## src/sv/wiep_pkg.sv

```systemverilog
`timescale 1ns / 1ps
package wiep_pkg;

  localparam int BLOCK_W = 11;
  localparam int SSID_MAX = 32;
  localparam int ROWS = 3;

  localparam logic [23:0] OUI_MS = 24'h0050F2;
  localparam logic [23:0] OUI_IEEE = 24'h000FAC;

  localparam logic [7:0] ET_SSID = 8'd0;
  localparam logic [7:0] ET_HT = 8'd61;
  localparam logic [7:0] ET_VHT = 8'd192;
  localparam logic [7:0] ET_RSN = 8'd48;

  // element walk phases
  localparam logic [1:0] PH_TYPE = 2'd0;
  localparam logic [1:0] PH_LEN = 2'd1;
  localparam logic [1:0] PH_BODY = 2'd2;
  localparam logic [1:0] PH_ENDED = 2'd3;

  // rsn parse phases
  localparam logic [2:0] RS_IDLE = 3'd0;
  localparam logic [2:0] RS_VERSION = 3'd1;
  localparam logic [2:0] RS_GROUP = 3'd2;
  localparam logic [2:0] RS_PCOUNT = 3'd3;
  localparam logic [2:0] RS_PLIST = 3'd4;
  localparam logic [2:0] RS_ACOUNT = 3'd5;
  localparam logic [2:0] RS_ALIST = 3'd6;
  localparam logic [2:0] RS_STOP = 3'd7;

  // report kinds
  localparam logic [3:0] K_SSID_START = 4'd0;
  localparam logic [3:0] K_SSID_CHAR = 4'd1;
  localparam logic [3:0] K_HT = 4'd2;
  localparam logic [3:0] K_VHT = 4'd3;
  localparam logic [3:0] K_RSN_START = 4'd4;
  localparam logic [3:0] K_GROUP = 4'd5;
  localparam logic [3:0] K_PAIRWISE = 4'd6;
  localparam logic [3:0] K_AUTH = 4'd7;
  localparam logic [3:0] K_GROUP_DEF = 4'd8;
  localparam logic [3:0] K_PAIR_DEF = 4'd9;
  localparam logic [3:0] K_AUTH_DEF = 4'd10;

  localparam logic [4:0] NAME_UNKNOWN = 5'd8;
  localparam logic [4:0] NAME_RAW = 5'd16;

  typedef struct packed {
    logic [BLOCK_W-1:0] block_left;
    logic [1:0]  elem_phase;
    logic [7:0]  elem_type;
    logic [7:0]  elem_len;
    logic [7:0]  body_pos;
    logic [2:0]  rsn_phase;
    logic [15:0] list_count;
    logic [15:0] list_pos;
    logic [23:0] suite_bytes;
    logic        ssid_done;
  } walk_t;

  typedef struct packed {
    logic [3:0]  report_kind;
    logic [7:0]  ssid_char;
    logic [4:0]  ssid_pos;
    logic        ht_wide;
    logic [1:0]  ht_offset;
    logic [7:0]  vht_width;
    logic [7:0]  vht_center1;
    logic [7:0]  vht_center2;
    logic [23:0] suite_oui;
    logic [7:0]  suite_type;
    logic [4:0]  suite_name;
    logic        last_of_run;
  } row_t;

  function automatic logic [4:0] cipher_name(input logic [23:0] oui, input logic [7:0] t);
    logic [4:0] r;
    r = NAME_UNKNOWN;
    if (oui == OUI_MS) begin
      unique case (t)
        8'd0: r = 5'd0;
        8'd1: r = 5'd1;
        8'd2: r = 5'd2;
        8'd3: r = 5'd8;
        8'd4: r = 5'd3;
        8'd5: r = 5'd4;
        default: r = NAME_UNKNOWN;
      endcase
    end else if (oui == OUI_IEEE) begin
      unique case (t)
        8'd0: r = 5'd0;
        8'd1: r = 5'd1;
        8'd2: r = 5'd2;
        8'd3: r = 5'd8;
        8'd4: r = 5'd3;
        8'd5: r = 5'd4;
        8'd6: r = 5'd5;
        8'd7: r = 5'd6;
        8'd8: r = 5'd7;
        default: r = NAME_UNKNOWN;
      endcase
    end
    return r;
  endfunction

  function automatic logic [4:0] auth_name(input logic [23:0] oui, input logic [7:0] t);
    logic [4:0] r;
    r = NAME_RAW;
    if (oui == OUI_MS) begin
      if (t == 8'd1) r = 5'd0;
      else if (t == 8'd2) r = 5'd1;
    end else if (oui == OUI_IEEE) begin
      unique case (t)
        8'd1: r = 5'd0;
        8'd2: r = 5'd1;
        8'd3: r = 5'd0;
        8'd4: r = 5'd2;
        8'd5: r = 5'd3;
        8'd6: r = 5'd4;
        8'd7: r = 5'd5;
        8'd8: r = 5'd6;
        8'd9: r = 5'd7;
        8'd11: r = 5'd8;
        8'd12: r = 5'd9;
        8'd13: r = 5'd10;
        8'd14: r = 5'd11;
        8'd15: r = 5'd12;
        8'd16: r = 5'd13;
        8'd17: r = 5'd14;
        8'd18: r = 5'd15;
        default: r = NAME_RAW;
      endcase
    end
    return r;
  endfunction

  function automatic row_t blank_row(input logic [3:0] kind);
    row_t r;
    r = '0;
    r.report_kind = kind;
    return r;
  endfunction

endpackage

```

## src/sv/wiep_step.sv

```systemverilog
`timescale 1ns / 1ps
module wiep_step (
  input  wiep_pkg::walk_t                   cur,
  input  logic [7:0]                        ie_byte,
  input  logic                              first_of_block,
  input  logic [wiep_pkg::BLOCK_W-1:0]      block_len,
  output wiep_pkg::walk_t                   nxt,
  output wiep_pkg::row_t                    rows [wiep_pkg::ROWS],
  output logic [1:0]                        n_rows
);

  wiep_pkg::walk_t st;
  logic [1:0]  n;
  logic [7:0]  b;
  logic [7:0]  rem;
  logic [7:0]  pos_inc;
  logic [23:0] sb_col;
  logic        suite_end;
  logic [15:0] lp_inc;
  logic [15:0] cnt_full;
  logic        is_ssid;

  // one byte of the walk, up to three reports
  always_comb begin
    st = cur;
    n = 2'd0;
    b = ie_byte;
    for (int i = 0; i < wiep_pkg::ROWS; i++) rows[i] = '0;
    rem = '0;
    pos_inc = '0;
    sb_col = '0;
    suite_end = 1'b0;
    lp_inc = '0;
    cnt_full = '0;
    is_ssid = 1'b0;

    if (first_of_block) begin
      st.block_left = block_len;
      st.elem_phase = wiep_pkg::PH_TYPE;
      st.rsn_phase = wiep_pkg::RS_IDLE;
    end

    if (st.block_left != '0) begin
      unique case (st.elem_phase)
        wiep_pkg::PH_TYPE: begin
          if (st.block_left < 11'd2) begin
            st.elem_phase = wiep_pkg::PH_ENDED;
          end else begin
            st.elem_type = b;
            st.elem_phase = wiep_pkg::PH_LEN;
          end
        end
        wiep_pkg::PH_LEN: begin
          if ({3'b0, b} > st.block_left - 11'd1) begin
            st.elem_phase = wiep_pkg::PH_ENDED;
          end else begin
            st.elem_len = b;
            st.body_pos = '0;
            st.rsn_phase = wiep_pkg::RS_IDLE;
            // element start reports
            if (st.elem_type == wiep_pkg::ET_SSID && b <= 8'(wiep_pkg::SSID_MAX)) begin
              rows[n] = wiep_pkg::blank_row(wiep_pkg::K_SSID_START);
              n = n + 2'd1;
              st.ssid_done = 1'b0;
            end else if (st.elem_type == wiep_pkg::ET_RSN) begin
              rows[n] = wiep_pkg::blank_row(wiep_pkg::K_RSN_START);
              n = n + 2'd1;
              if (b < 8'd6) begin
                rows[n] = wiep_pkg::blank_row(wiep_pkg::K_GROUP_DEF);
                rows[n].suite_name = wiep_pkg::NAME_UNKNOWN;
                n = n + 2'd1;
                rows[n] = wiep_pkg::blank_row(wiep_pkg::K_PAIR_DEF);
                rows[n].suite_name = wiep_pkg::NAME_UNKNOWN;
                n = n + 2'd1;
                st.rsn_phase = wiep_pkg::RS_STOP;
              end else begin
                st.rsn_phase = wiep_pkg::RS_VERSION;
              end
            end
            st.elem_phase = (b == 8'd0) ? wiep_pkg::PH_TYPE : wiep_pkg::PH_BODY;
          end
        end
        wiep_pkg::PH_BODY: begin
          rem = st.elem_len - st.body_pos - 8'd1;
          is_ssid = (st.elem_type == wiep_pkg::ET_SSID) &&
                    (st.elem_len <= 8'(wiep_pkg::SSID_MAX));
          // suite byte collection shared by the rsn group suite and lists
          unique case (st.list_pos[1:0])
            2'd0: sb_col = {16'b0, b};
            2'd1, 2'd2: sb_col = {st.suite_bytes[15:0], b};
            default: sb_col = st.suite_bytes;
          endcase
          suite_end = (st.list_pos[1:0] == 2'd3);
          lp_inc = st.list_pos + 16'd1;
          cnt_full = {b, st.list_count[7:0]};

          if (is_ssid) begin
            if (!st.ssid_done) begin
              if (b == 8'd0) begin
                st.ssid_done = 1'b1;
              end else begin
                rows[n] = wiep_pkg::blank_row(wiep_pkg::K_SSID_CHAR);
                rows[n].ssid_char = b;
                rows[n].ssid_pos = st.body_pos[4:0];
                n = n + 2'd1;
              end
            end
          end else if (st.elem_type == wiep_pkg::ET_HT) begin
            if (st.body_pos == 8'd1) begin
              rows[n] = wiep_pkg::blank_row(wiep_pkg::K_HT);
              rows[n].ht_wide = b[2];
              rows[n].ht_offset = b[1:0];
              n = n + 2'd1;
            end
          end else if (st.elem_type == wiep_pkg::ET_VHT) begin
            if (st.body_pos == 8'd0) begin
              st.suite_bytes = {16'b0, b};
            end else if (st.body_pos == 8'd1) begin
              st.suite_bytes = {st.suite_bytes[15:0], b};
            end else if (st.body_pos == 8'd2) begin
              rows[n] = wiep_pkg::blank_row(wiep_pkg::K_VHT);
              rows[n].vht_width = st.suite_bytes[15:8];
              rows[n].vht_center1 = st.suite_bytes[7:0];
              rows[n].vht_center2 = b;
              n = n + 2'd1;
            end
          end else if (st.elem_type == wiep_pkg::ET_RSN) begin
            unique case (st.rsn_phase)
              wiep_pkg::RS_VERSION: begin
                if (st.body_pos == 8'd1) begin
                  st.rsn_phase = wiep_pkg::RS_GROUP;
                  st.list_pos = '0;
                end
              end
              wiep_pkg::RS_GROUP: begin
                st.suite_bytes = sb_col;
                st.list_pos = lp_inc;
                if (suite_end) begin
                  rows[n] = wiep_pkg::blank_row(wiep_pkg::K_GROUP);
                  rows[n].suite_oui = sb_col;
                  rows[n].suite_type = b;
                  rows[n].suite_name = wiep_pkg::cipher_name(sb_col, b);
                  n = n + 2'd1;
                  if (rem < 8'd2) begin
                    rows[n] = wiep_pkg::blank_row(wiep_pkg::K_PAIR_DEF);
                    rows[n].suite_name = wiep_pkg::NAME_UNKNOWN;
                    n = n + 2'd1;
                    st.rsn_phase = wiep_pkg::RS_STOP;
                  end else begin
                    st.rsn_phase = wiep_pkg::RS_PCOUNT;
                    st.list_pos = '0;
                  end
                end
              end
              wiep_pkg::RS_PCOUNT, wiep_pkg::RS_ACOUNT: begin
                if (st.list_pos == '0) begin
                  st.list_count = {8'b0, b};
                  st.list_pos = 16'd1;
                end else begin
                  st.list_count = cnt_full;
                  st.list_pos = '0;
                  if ({cnt_full, 2'b00} > {10'b0, rem}) begin
                    st.rsn_phase = wiep_pkg::RS_STOP;
                  end else if (cnt_full == '0) begin
                    if (st.rsn_phase == wiep_pkg::RS_PCOUNT && rem >= 8'd2) begin
                      st.rsn_phase = wiep_pkg::RS_ACOUNT;
                    end else if (st.rsn_phase == wiep_pkg::RS_PCOUNT) begin
                      rows[n] = wiep_pkg::blank_row(wiep_pkg::K_AUTH_DEF);
                      rows[n].suite_name = wiep_pkg::NAME_RAW;
                      n = n + 2'd1;
                      st.rsn_phase = wiep_pkg::RS_STOP;
                    end else begin
                      st.rsn_phase = wiep_pkg::RS_STOP;
                    end
                  end else begin
                    st.rsn_phase = (st.rsn_phase == wiep_pkg::RS_PCOUNT) ?
                                   wiep_pkg::RS_PLIST : wiep_pkg::RS_ALIST;
                  end
                end
              end
              wiep_pkg::RS_PLIST, wiep_pkg::RS_ALIST: begin
                st.suite_bytes = sb_col;
                st.list_pos = lp_inc;
                if (suite_end) begin
                  if (st.rsn_phase == wiep_pkg::RS_PLIST) begin
                    rows[n] = wiep_pkg::blank_row(wiep_pkg::K_PAIRWISE);
                    rows[n].suite_name = wiep_pkg::cipher_name(sb_col, b);
                  end else begin
                    rows[n] = wiep_pkg::blank_row(wiep_pkg::K_AUTH);
                    rows[n].suite_name = wiep_pkg::auth_name(sb_col, b);
                  end
                  rows[n].suite_oui = sb_col;
                  rows[n].suite_type = b;
                  n = n + 2'd1;
                  if ({2'b0, lp_inc[15:2]} >= st.list_count) begin
                    if (st.rsn_phase == wiep_pkg::RS_PLIST && rem >= 8'd2) begin
                      st.rsn_phase = wiep_pkg::RS_ACOUNT;
                      st.list_pos = '0;
                    end else if (st.rsn_phase == wiep_pkg::RS_PLIST) begin
                      rows[n] = wiep_pkg::blank_row(wiep_pkg::K_AUTH_DEF);
                      rows[n].suite_name = wiep_pkg::NAME_RAW;
                      n = n + 2'd1;
                      st.rsn_phase = wiep_pkg::RS_STOP;
                    end else begin
                      st.rsn_phase = wiep_pkg::RS_STOP;
                    end
                  end
                end
              end
              default: ;
            endcase
          end

          pos_inc = st.body_pos + 8'd1;
          st.body_pos = pos_inc;
          if (pos_inc >= st.elem_len) st.elem_phase = wiep_pkg::PH_TYPE;
        end
        default: ;
      endcase
      st.block_left = st.block_left - 11'd1;
    end

    // mark the final report of this byte
    if (n != 2'd0) rows[n - 2'd1].last_of_run = 1'b1;

    nxt = st;
    n_rows = n;
  end

endmodule

```

## src/sv/wiep_outq.sv

```systemverilog
`timescale 1ns / 1ps
module wiep_outq (
  input  logic             clk,
  input  logic             rst,
  input  logic             push,
  input  wiep_pkg::row_t   push_rows [wiep_pkg::ROWS],
  input  logic [1:0]       push_n,
  output logic             room,
  output logic             head_valid,
  input  logic             head_ready,
  output wiep_pkg::row_t   head
);

  wiep_pkg::row_t slot [wiep_pkg::ROWS];
  logic [1:0] cnt;
  logic       pop;

  assign pop = head_valid && head_ready;
  // room when empty, or when the single remaining result drains this cycle
  assign room = (cnt == 2'd0) || (cnt == 2'd1 && head_ready);
  assign head_valid = (cnt != 2'd0);
  assign head = slot[0];

  // result slots, drained from slot 0
  always_ff @(posedge clk) begin
    if (push) begin
      slot <= push_rows;
    end else if (pop) begin
      slot[0] <= slot[1];
      slot[1] <= slot[2];
    end
  end

  // occupancy
  always_ff @(posedge clk) begin
    if (rst) begin
      cnt <= 2'd0;
    end else if (push) begin
      cnt <= push_n;
    end else if (pop) begin
      cnt <= cnt - 2'd1;
    end
  end

  a_no_overwrite: assert property (@(posedge clk) disable iff (rst)
    push |-> (cnt == 2'd0 || (cnt == 2'd1 && pop)))
    else $error("results pushed over undelivered ones");

  a_single_is_last: assert property (@(posedge clk) disable iff (rst)
    (cnt == 2'd1) |-> head.last_of_run)
    else $error("lone remaining result not marked last");

  a_push_loads: assert property (@(posedge clk) disable iff (rst)
    push |=> (cnt == $past(push_n)))
    else $error("occupancy does not match pushed count");

endmodule

```

## src/sv/wlan_info_element_parser_core.sv

```systemverilog
`timescale 1ns / 1ps
// Information element parser: takes one byte of an 802.11 element block per
// accepted word and reports SSID, HT, VHT and RSN suites. The walk state
// updates in the same cycle the byte is accepted. A byte makes zero to three
// reports, and the three-slot result buffer drains one report per cycle while
// m_tready is high; the input is held until all but the last report of the
// previous byte have drained, and bytes with no report stream at one per
// cycle once the buffer is empty.
module wlan_info_element_parser_core (
  input  logic        clk,
  input  logic        rst,
  input  logic        s_tvalid,
  output logic        s_tready,
  input  logic [23:0] s_tdata,   // ie_byte[7:0], block_len[18:8], zero pad
  input  logic [0:0]  s_tuser,   // first_of_block
  output logic        m_tvalid,
  input  logic        m_tready,
  output logic [79:0] m_tdata,   // ssid_char, ssid_pos, ht_wide, ht_offset, vht_width,
                                 // vht_center1, vht_center2, suite_oui, suite_type,
                                 // suite_name, zero pad
  output logic [3:0]  m_tuser,   // report_kind
  output logic        m_tlast    // last_of_run
);

  wiep_pkg::walk_t walk;
  wiep_pkg::walk_t walk_next;
  wiep_pkg::row_t  rows [wiep_pkg::ROWS];
  wiep_pkg::row_t  head;
  logic [1:0]      n_rows;
  logic            room;
  logic            accept;

  assign s_tready = room;
  assign accept = s_tvalid && s_tready;

  wiep_step u_step (
    .cur            (walk),
    .ie_byte        (s_tdata[7:0]),
    .first_of_block (s_tuser[0]),
    .block_len      (s_tdata[18:8]),
    .nxt            (walk_next),
    .rows           (rows),
    .n_rows         (n_rows)
  );

  // walk state
  always_ff @(posedge clk) begin
    if (rst) begin
      walk <= '0;
    end else if (accept) begin
      walk <= walk_next;
    end
  end

  wiep_outq u_outq (
    .clk        (clk),
    .rst        (rst),
    .push       (accept),
    .push_rows  (rows),
    .push_n     (n_rows),
    .room       (room),
    .head_valid (m_tvalid),
    .head_ready (m_tready),
    .head       (head)
  );

  // output word packing
  assign m_tdata = {3'b000, head.suite_name, head.suite_type, head.suite_oui,
                    head.vht_center2, head.vht_center1, head.vht_width,
                    head.ht_offset, head.ht_wide, head.ssid_pos, head.ssid_char};
  assign m_tuser = head.report_kind;
  assign m_tlast = head.last_of_run;

endmodule

```

## config.mk

```make
export PLATFORM = sky130hd
export DESIGN_NAME = wlan_info_element_parser_core
export DESIGN_NICKNAME = d
export VERILOG_FILES = /design/src/sv/wiep_pkg.sv /design/src/sv/wiep_step.sv /design/src/sv/wiep_outq.sv /design/src/sv/wlan_info_element_parser_core.sv
export SDC_FILE = /design/constraint.sdc
export NUM_CORES = 1
export LEC_CHECK = 0
export ABC_AREA = 1
export BUFFER_PORTS_ARGS = -buffer_cell sky130_fd_sc_hd__clkbuf_2
export CORE_AREA = 8 8 192 149
export DETAILED_ROUTE_END_ITERATION = 16
export DIE_AREA = 0 0 200 157
export PLACE_DENSITY = 0.76
export REMOVE_ABC_BUFFERS = 1
export SYNTH_ARGS = -nofsm -noshare
export SYNTH_HDL_FRONTEND = slang
export SYNTH_SLANG_ARGS = --single-unit
```

## constraint.sdc

```tcl
create_clock -name clk -period 4.9 [get_ports clk]
set_input_delay 0.245 -clock clk [delete_from_list [all_inputs] [get_ports clk]]
set_output_delay 0.245 -clock clk [all_outputs]
set_load 0.02 [all_outputs]
```

==> flow_metrics.py <==
metrics = {
    "grt": {
        "gr-total-overflow": 0,
        "grt_pass1_wl_um": 52000,
        "grt_pass1_vias": 9827,
        "grt.total_usage": 0.207,
        "grt_max_degree": 57,
        "antenna_found_initial": 0,
    },
    "detailed_routing": {
        "wl_um": 32800,
        "wire_per_inst_um": 17.5,
        "drt_drc_violations_left": 0,
        "num_vias": 10400,
        "viasPerCell": 5.57,
        "first_iter_violations": 1086,
        "drt-pass1-iter-count": 5,
        "ant_nets": 0,
    },
    "sta": {
        "drv_slew": 0,
        "finalCritPeriodShare": 0.866,
        "setup_ws_ns": 0.658,
        "hold_violations": 0,
        "setup_viol": 0,
        "period_needed_ns": 4.24,
        "relSlewSlack": 0.291,
        "grt_setup_unrepaired": "false",
        "finalSetupTns_ns": 0,
        "fin_worst_skew_ns": 0.0144,
        "worst-slew-pin-transition_ns": 1.06,
        "fmax_mhz": 236,
    },
    "clock_tree": {
        "worstSkewPairLatency_ns": 0.45,
        "cts_buffers": 17,
        "post-cts-setup-buffers": 0,
        "cts_hold_buf": 0,
        "ctsResizeCount": 0,
        "cts_sinks": 188,
        "cts.path.max_buffers": 2,
        "cts_tree": "yes",
        "cts_root_buf": "clkbuf_16",
        "htreeDepth": 4,
        "clk_pin_slew_ns": 0.08,
    },
    "setup_path": {
        "critPathArrivalTime_ns": 4.43,
        "crit_fanout": 5,
        "slowest_delay_ns": 0.41,
        "slowest_stage": "dfxtp_1",
        "crit_type": "reg -> reg",
        "end_kind": "flop",
        "critPathTopFamily": "simple AND/OR/NAND/NOR gates",
        "crit_path_frequent_cell": "nand2_1",
        "cp_cell_sequence": "nand2_1 -> nor2_1 -> nand3_1 -> nor3b_1 -> nand3_1 -> nor4_1 -> nand4_1 -> xor2_1 -> ha_1 -> nand2_1 -> nor3_1 -> nand3_1 -> nand3_1 -> nand4_1 -> nand2_1 -> nand3_1 -> nand2_1 -> nand2_1 -> nand2_1 -> nand2_1 -> nand2_1 -> nand2_1 -> nand2_1 -> o21ai_1",
        "cp_num_buf_inv": 0,
        "worstPathRequired_ns": 5.09,
        "critPathLaunchType": "flop",
    },
    "synth": {
        "async_flop_share": 0,
        "synthAdderAreaFrac": 0.0655,
        "ys_warn_count": 0,
        "synth_compound_area_frac": 0.152,
        "ys_ff_latch": 188,
        "synthesis.area_um2": 11800,
        "synthFlopType": "dfxtp_1",
        "syn_inst": 1519,
        "synth_top_family_by_area": "simple AND/OR/NAND/NOR gates",
        "synth_xor_area_frac": 0.0216,
        "synth_edf_count": 89,
        "synthSimpleGateAreaFrac": 0.226,
        "avgSynthCellArea_um2": 7.75,
        "ys_seq_area_frac": 0.396,
        "synth_mux_area_frac": 0,
        "synth_cell_types": 53,
    },
    "floorplanning": {
        "chipWidth_um": 200,
        "die_h_um": 157,
        "die_area_um2": 31400,
        "num_rows": 51,
        "io_pins": 116,
        "coreArea_um2": 25500,
        "start_util": 0.462,
    },
    "cells_and_area": {
        "fin_cells": 1876,
        "drive_above_1_share": 0.131,
        "diodes": 0,
        "area_delta_synth_final_pct": 6.51,
        "nets": 1609,
    },
    "power": {
        "p_per_area_nw_per_um2": 435,
        "ir_drop_v": 0.000605,
        "p_leak_nw": 5.14,
    },
    "flow_run": {
        "maxCapViolations": 0,
    },
    "placement": {
        "dp_cells": 1844,
        "hpwl_um": 24200,
        "dp_slack_ns": 0.787,
        "place.gp.congestion": 0.943,
        "portBuffers": 107,
    },
    "status": {
        "status": "complete, no violations",
    },
    "hold_path": {
        "min_path_type": "in -> reg",
    },
}
## sequential cells by signal, summed over array words and instances, names as in the netlist
name         flops
u_outq.cnt       2
walk            97
u_outq.head     82
u_outq.slot      7
## power by group
| part | switching [mW] | internal (mW) |
|---|---|---|
| clock | 0.668 | 0.774 |
| combinational | 1.28 | 0.472 |
| sequential | 0.144 | 2.12 |
| total | 2.09 | 3.37 |
## through the flow
stage / total power, mW / hold WS (ns) / area, um^2 / util
floorplan: 3.44 / 0.314 / 10900 / -
global placement: 4.00 / 0.452 / 11900 / 0.469
detailed placement: 4.04 / 0.468 / 11900 / 0.469
CTS: 5.46 / 0.218 / 12500 / 0.492
global route: 5.73 / 0.273 / 12500 / 0.492
finish: 5.46 / 0.245 / 12500 / 0.492
## metal layers
metal | track usage | vias up | part of all wire
met5 | 0 | - | 0
met4 | 0.0472 | 0 | 0.011
met3 | 0.0484 | 33 | 0.11
met2 | 0.313 | 528 | 0.43
met1 | 0.295 | 4847 | 0.46
li1 | - | 5034 | -
## placed cells by master (no fill, tap or decap), types with 13 or more instances in the layout
cell,Yosys,layout
xor2_1,23,23
nand3_1,65,65
clkbuf_2,0,107
nand4_1,22,22
dfxtp_1,99,99
inv_1,182,181
o21ai_0,92,92
or2_2,13,13
ha_1,60,60
clkbuf_16,0,17
o21ai_1,19,19
o22ai_1,25,25
nor4_1,14,14
nand2_1,247,246
edfxtp_1,89,89
a21oi_1,137,137
nor2_1,108,108
nor3_1,78,78
## final timing paths
| check | start | endpoint | slack [ns] | depth (start not counted) |
|---|---|---|---|---|
| max | walk[27] | u_outq.head[0] | 0.66 | 24 |
| min | s_tdata[5] | walk[54] | 0.25 | 3 |
| max reg2reg | walk[27] | u_outq.head[0] | 0.66 | 24 |
| min reg2reg | walk[17] | walk[17] | 0.48 | 2 |
## cell usage after synthesis, types with 2 or more instances
cell type / n / area share
o21ai_2: 5 / 0.0037
a31oi_1: 3 / 0.0016
nor4_4: 2 / 0.0036
edfxtp_1: 89 / 0.23
ha_1: 60 / 0.064
clkbuf_1: 32 / 0.010
or2_2: 13 / 0.0069
a21o_1: 5 / 0.0032
nor2_2: 10 / 0.0053
buf_4: 88 / 0.056
o21ai_0: 92 / 0.039
nand2_2: 5 / 0.0027
o311ai_0: 3 / 0.0022
buf_2: 12 / 0.0051
o31ai_1: 5 / 0.0032
nand3_2: 4 / 0.0034
nand3_1: 65 / 0.028
a32o_1: 2 / 0.0017
inv_1: 182 / 0.058
or2_1: 3 / 0.0016
inv_2: 10 / 0.0032
nand3b_1: 3 / 0.0019
nor3b_1: 4 / 0.0026
o221ai_1: 4 / 0.0030
a21oi_1: 137 / 0.058
nor2_1: 108 / 0.034
o211ai_1: 3 / 0.0019
clkinv_1: 4 / 0.0013
a211oi_1: 8 / 0.0051
xor2_1: 23 / 0.017
nor4_1: 14 / 0.0074
buf_1: 2 / 0.00064
a22oi_1: 7 / 0.0045
nor3_1: 78 / 0.033
o22ai_1: 25 / 0.013
o21ai_1: 19 / 0.0081
xnor2_1: 6 / 0.0045
nand4_1: 22 / 0.012
dfxtp_1: 99 / 0.17
nand2_1: 247 / 0.079
buf_6: 4 / 0.0038
## worst register-to-register path, delay by kind of cell (launching register included)
kind                     cells  cell delay (ns)
flip-flops                   1             0.41
AO/OA/AOI/OAI                1             0.07
AND/OR/NAND/NOR             21             3.00
adder cells (fa/ha/maj)      1             0.31
XOR/XNOR                     1             0.19
## cells by family after synthesis
| kind of cell | count (synthesis) |
|---|---|
| other | 1 |
| and+or+nand+nor | 583 |
| xor gates and xnor gates | 29 |
| buffers and inverters | 334 |
| AOI/OAI and AO/OA | 323 |
| adders and majority gates | 61 |
| DFF | 188 |
## area by class of cell
| cell class | instances | area, um^2 |
|---|---|---|
| repair buffers | 117 | 611 |
| flip-flops and latches | 188 | 4650 |
| clock inverters | 14 | 174 |
| well taps | 344 | 430 |
| multi-input cells | 999 | 5500 |
| inverters | 196 | 736 |
| fillers | 2397 | 12900 |
| clock buffers | 18 | 429 |
No activity file was read; power rests on OpenSTA's default activity.
